### src/design/acma_pkg.sv
// Types and constants of the top-1 confusion-matrix accumulator.
// No dependencies; imported by every module of the block.
package acma_pkg;

	localparam logic [1:0] CMD_SCORE = 2'd0;
	localparam logic [1:0] CMD_READ  = 2'd1;
	localparam logic [1:0] CMD_CLEAR = 2'd2;

	localparam logic [1:0] STAT_COUNTED = 2'd0;
	localparam logic [1:0] STAT_IGNORED = 2'd1;
	localparam logic [1:0] STAT_RANGE   = 2'd2;

	localparam logic KIND_CLASS = 1'b0;
	localparam logic KIND_READ  = 1'b1;

	localparam int CFG_IDX_BITS  = 2;
	localparam int CFG_DATA_BITS = 7;
	localparam logic [CFG_IDX_BITS-1:0] CFG_IGNORE_ENABLE = 2'd0;
	localparam logic [CFG_IDX_BITS-1:0] CFG_IGNORE_LABEL  = 2'd1;
	localparam logic [CFG_IDX_BITS-1:0] CFG_NUM_CLASSES   = 2'd2;

	localparam logic [6:0] NUM_CLASSES_RESET = 7'd64;

	typedef struct packed {
		logic [1:0]          cmd;
		logic signed [15:0]  score;
		logic [5:0]          true_label;
		logic                last_score;
		logic [5:0]          read_row;
		logic [5:0]          read_col;
	} request_t;

	typedef struct packed {
		logic        kind;
		logic [5:0]  predicted;
		logic        correct;
		logic [1:0]  status;
		logic [31:0] count_value;
	} result_t;

	// Outcome of a finished sample, from the argmax tracker to the counter path.
	typedef struct packed {
		logic [5:0] predicted;
		logic       correct;
		logic [1:0] status;
		logic       update;
	} sample_t;

endpackage

### src/design/acma_argmax.sv
// Running top-1 argmax over the score stream and the label checks of a sample.
// Depends on acma_pkg.
module acma_argmax #(
	parameter int MAX_CLASSES = 64
) (
	input  logic                clk,
	input  logic                arst_n,
	input  logic                score_en,
	input  logic signed [15:0]  score,
	input  logic [5:0]          true_label,
	input  logic                last_score,
	input  logic                ignore_enable,
	input  logic [5:0]          excluded_label,
	input  logic [6:0]          num_classes,
	output acma_pkg::sample_t   sample
);
	import acma_pkg::*;

	logic signed [15:0] best_score_q;
	logic [5:0]         best_index_q;
	logic [5:0]         elem_idx_q;
	logic               take;
	logic [5:0]         pred;
	logic               label_ok;
	logic               pred_ok;

	assign take = (elem_idx_q == 6'd0) || (score >= best_score_q);
	assign pred = take ? elem_idx_q : best_index_q;

	// Valid class means below both num_classes and the matrix size.
	assign label_ok = ({1'b0, true_label} < num_classes) && (int'(true_label) < MAX_CLASSES);
	assign pred_ok  = ({1'b0, pred} < num_classes) && (int'(pred) < MAX_CLASSES);

	always_comb begin
		sample.predicted = pred;
		sample.correct   = (pred == true_label);
		sample.update    = 1'b0;
		if (ignore_enable && (true_label == excluded_label)) begin
			sample.status = STAT_IGNORED;
		end else if (!label_ok || !pred_ok) begin
			sample.status = STAT_RANGE;
		end else begin
			sample.status = STAT_COUNTED;
			sample.update = 1'b1;
		end
	end

	always_ff @(posedge clk or negedge arst_n) begin
		if (!arst_n) begin
			best_score_q <= '0;
			best_index_q <= '0;
			elem_idx_q   <= '0;
		end else if (score_en) begin
			if (take) begin
				best_score_q <= score;
				best_index_q <= elem_idx_q;
			end
			// wrap after 64 elements, restart on the last one
			elem_idx_q <= last_score ? 6'd0 : elem_idx_q + 6'd1;
		end
	end

endmodule

### config.mk
export PLATFORM = sky130hd
export DESIGN_NAME = acma_argmax
export DESIGN_NICKNAME = d
export VERILOG_FILES = /design/src/design/acma_pkg.sv /design/src/design/acma_argmax.sv
export SDC_FILE = /design/constraint.sdc
export NUM_CORES = 1
export LEC_CHECK = 0
export ABC_AREA = 0
export BUFFER_PORTS_ARGS = -buffer_cell sky130_fd_sc_hd__buf_2
export CAP_MARGIN = 20
export CELL_PAD_IN_SITES_DETAIL_PLACEMENT = 1
export CELL_PAD_IN_SITES_GLOBAL_PLACEMENT = 2
export CORE_UTILIZATION = 33
export CTS_CLUSTER_SIZE = 20
export DETAILED_ROUTE_END_ITERATION = 12
export GPL_ROUTABILITY_DRIVEN = 1
export HOLD_SLACK_MARGIN = 0.06
export PLACE_DENSITY = 0.79
export SYNTH_ARGS = -nofsm -noshare
export SYNTH_HDL_FRONTEND = slang
export SYNTH_SLANG_ARGS = --single-unit
### constraint.sdc
create_clock -name clk -period 5.15 [get_ports clk]
set_input_delay 0.515 -clock clk [delete_from_list [all_inputs] [get_ports clk]]
set_output_delay 0.515 -clock clk [all_outputs]
set_load 0.005 [all_outputs]
## Word level (Yosys, flattened, before mapping)

Cells that the tools add are included.

- Register bits after elaboration: 28
- Bits of input ports: 40

- Muxes and demuxes: 6
- Add/subtract/negate cells: 1
- Order comparisons: 3
- Reductions and logical operators: 7
- Equal/unequal tests: 2

Operator list:

| operator | number |
|---|---|
| $ge A16 B16 Y1 | 1 |
| $lt A6 B7 Y1 | 2 |
| $eq A6 B6 Y1 | 2 |
| $mux W6 | 2 |
| $add A6 B1 Y6 const B | 1 |
| $logic_not A6 Y1 | 1 |
| $mux W2 | 2 |
| $logic_not A1 Y1 | 2 |
| $logic_or A1 B1 Y1 | 2 |
| $mux W1 | 2 |
| $reduce_and A2 Y1 | 1 |
| $logic_and A1 B1 Y1 | 1 |

## Depth between registers and ports, before layout

- Word-level depth: 8
- Mapped depth: 15
- Depth with buffers taken out: 15

## Least setup slack after synthesis

No wires, ideal clock.

- Kind: input to output
- From: input score[15]
- To: output sample[0] (netlist name)
- Stages on the path: 13
- Required time: 4635 ps
- Arrival time: 3562 ps
- Path buffers: 0
- Path slack: 1073 ps
- Path through: ha_1 nand4_2 or4_4 a21o_1 a211o_2 nand2_4 mux2_2 ha_1 a21o_1 a211oi_1 o21ai_0 o21bai_1 and3b_1

RTL lines:

| item | line | RTL |
|---|---|---|
| start, declared | acma_argmax.sv:9 | `input logic signed [15:0] score,` |
| end, declared | acma_argmax.sv:15 | `output acma_pkg::sample_t sample` |

==> results by group <==
Synthesis
  – Synth cell types: 42
  – Syn Area/Cell: 9.911 um2
  – Yosys top cell area share: 32.73%
  – Cell count after synthesis: 216
  – Main synth FF type: dfrtp_1
  – Largest cells by area after synthesis: dfrtp_1 33%, ha_1 16%, mux2_2 12%
  – Flops & latches, synth: 28
  – Async SR Flop Fraction: 100.0%
  – Count of flip-flops with a built-in enable after synthesis: 0
  – Syn Std Cell Area: 2141 um2
  – Sequential share of the synthesized area: 32.73%
  – Ys Warns: 0
  – Mapped Nets: 284
  – Post-synth top area cell: dfrtp_1

Worst setup path
  – Max incr delay on CP: 0.58 ns
  – CP Cell Sequence: inv_1 > ha_1 > nand4_2 > or4_4 > a21o_1 > a211o_2 > nand2_4 > mux2_2 > ha_1 > a21o_1 > a211oi_1 > o21ai_0 > o21bai_1 > and3b_1 > buf_2
  – CP startpoint kind: flop
  – CP Max Fanout: 5
  – Max stage delay cell, worst path: or4_4
  – Setup Crit Path Kind: flop to output pin
  – CP Capture Type: output pin
  – Crit path DAT: 4.04 ns
  – Critical Path RT: 4.64 ns

CTS
  – Max H-tree Level: 1
  – Clock Sink Count: 28
  – Worst-skew pair later-pin latency: 0.28 ns
  – Max Root-Sink Buffers: 2
  – # hold bufs at CTS: 0
  – Resized Gates After CTS: 0
  – Setup repair bufs after CTS: 0
  – Clock transition at path regs: 0.10 ns
  – Cts bufs inserted: 3
  – Clk Tree Root Cell: clkbuf_8
  – TritonCTS clock tree: done

Route
  – WL/cell: 14.69 um
  – DRC errors left: 0
  – DR vias/cell: 5.109
  – Post-route ant nets: 0
  – Router iterations before antenna repair: 4
  – Routed WL: 4979 um
  – DR vias: 1,732
  – DRT iter0 DRCs: 79

Global route
  – Initial antenna violation count: 0
  – Total congestion overflow: 0
  – Vias in the first global route: 1,836
  – Total track usage: 16.21%
  – Pin count of the biggest net entering global routing: 29
  – Global-route wire length before repair: 8452 um

Die
  – Die Span X: 82.55 um
  – Initial cell density of the core: 35.12%
  – Die Ht: 82.55 um
  – Die area: 6814 um2
  – I/O Pins: 50
  – FP Rows: 28
  – Core ar.: 6096 um2

Layout
  – Final net count: 333
  – Layout cells sized above 1: 32.20%
  – Diode count: 0
  – Fill cell count: 742
  – Synth-to-layout area growth: 17.88%
  – Final instance area: 2524 um2
  – Register area: 700.7 um2
  – Area of the multi-input gates: 1304 um2

Placed design
  – GP Congestion: 0.7448
  – IO Port Bufs: 49
  – HPWL after detailed placement: 4020 um
  – Post-DP Area: 2452 um2
  – Setup WS pre-CTS: 0.6418 ns

Timing
  – Worst-margin pin slew: 0.6837 ns
  – Fin crit period: 4.559 ns
  – Setup Skew: 0.006453 ns
  – Final period util: 88.53%
  – Relative slew slack: 54.42%
  – Max Clk Rate: 219.3 MHz
  – Final setup vio count: 0
  – Final WS setup: 0.5909 ns
  – RSZ-0062 raised after global routing: false
  – Final TNS setup: 0 ns
  – Max-slew violation count: 0
  – Final Hold Vio Count: 0

Pwr
  – Peak VDD IR: 160.5 uV
  – PD cells: 301.4 nW/um2
  – Leak: 1.284 nW

Flow run
  – Max Cap Viol: 0

Hold path
  – Hold/Removal Path Class: input port to asynchronous set/reset pin

Status
  – Outcome: finished clean
-- routing by layer --
metal | global-route usage (%) | vias up | wire, um | share of wire, %
li1 | - | 864 | - | -
met1 | 21.74 | 841 | 2410 | 48
met2 | 28.18 | 25 | 2396 | 48
met3 | 2.088 | 2 | 153 | 3.1
met4 | 2.586 | 0 | 19 | 0.38
met5 | 0 | - | 0 | 0
-- worst paths after layout --
check / start / endpoint / slack (ns) / cells past startpoint
setup / recovery: best_score_q[15]$_DFFE_PN0P_ / sample[0] / 0.59 / 15
hold / removal: arst_n / best_score_q[2]$_DFFE_PN0P_ / 0.27 / 1
setup reg to reg: best_score_q[15]$_DFFE_PN0P_ / best_index_q[2]$_DFFE_PN0P_ / 2.16 / 8
hold reg to reg: best_score_q[0]$_DFFE_PN0P_ / best_score_q[0]$_DFFE_PN0P_ / 0.50 / 2
max in group asynchronous: arst_n / elem_idx_q[1]$_DFFE_PN0P_ / 4.45 / 1
min in group clk: score[7] / best_score_q[7]$_DFFE_PN0P_ / 0.48 / 2
-- report_power, final --
group,switching [mW],total (mW),internal [mW]
registers,0.0269,0.293,0.266
logic,0.151,0.291,0.140
clock network,0.0728,0.177,0.104
total,0.251,0.761,0.510
-- state kept, by name, summed over array words and instances, names as in the netlist --
| name | cells |
|---|---|
| elem_idx_q | 6 |
| best_score_q | 16 |
| best_index_q | 6 |
-- cell type report --
cell class | count | area share [%]
Multi-Input combinational cell | 154 | 51.66
Inverter | 29 | 4.313
Clock buffer | 3 | 1.636
Timing Repair Buffer | 49 | 9.717
Sequential cell | 28 | 27.76
Tap cell | 75 | 3.718
Clock inverter | 1 | 1.190
-- cell usage after synthesis (2+ instances only) --
library cell and instances:
nor2_1 3, mux2_2 22, dfrtp_1 28, a21oi_1 12, clkbuf_1 2, a222oi_1 2
nand2_1 11, nand3_1 3, buf_4 2, ha_1 28, o21ai_0 10, a21o_1 5
nor3_1 6, mux2i_1 2, xor2_1 4, inv_1 29, a211oi_1 3, a2111oi_2 2
nand3b_1 2, nand2b_1 3, xnor2_1 10, o31ai_1 2, nand4_1 6
-- metrics by stage --
stage               total power [mW]  hold WS [ns]  std cells  util (%)
floorplan                     0.5081        0.2194        216         -
global placement              0.5864        0.4753        335     40.23
detailed placement            0.5942        0.4824        335     40.23
CTS                           0.7750        0.2844        339     41.40
global route                  0.8223        0.3183        339     41.40
finish                        0.7607        0.2703        339     41.40
-- placed cells by master, fill, tap and decap left out, types with 2 or more instances in the layout --
cell type,count
dfrtp_1,28
a222oi_1,2
clkbuf_8,3
a2111oi_2,2
nor3_1,6
xnor2_1,10
buf_2,49
mux2i_1,2
xor2_1,4
o21ai_0,10
a211oi_1,3
nand4_1,6
o31ai_1,2
nor2_1,3
inv_1,29
a21oi_1,12
mux2_2,22
nand3b_1,2
nand2b_1,3
nand3_1,3
a21o_1,5
nand2_1,11
ha_1,28
-- kinds of logic (layout without fill, tap and decap cells) --
kind of cell	Yosys count	after routing	synth area share, %
xor+xnor	14	14	5.727
simple gates	44	44	12.33
compound gates	43	43	13.44
flops	28	28	32.73
buf+inv	34	82	6.370
fa+ha+maj	28	28	16.36
mux	25	25	13.03
-- critical path, delay by kind of cell (launching register included) --
family          cells  cell delay (ns)
compound gates      6             1.27
fa+ha+maj           2             0.62
simple gates        4             1.02
mux                 1             0.35
buf+inv             2             0.15
flops               1             0.35
Power figures use the tool's default switching activity.
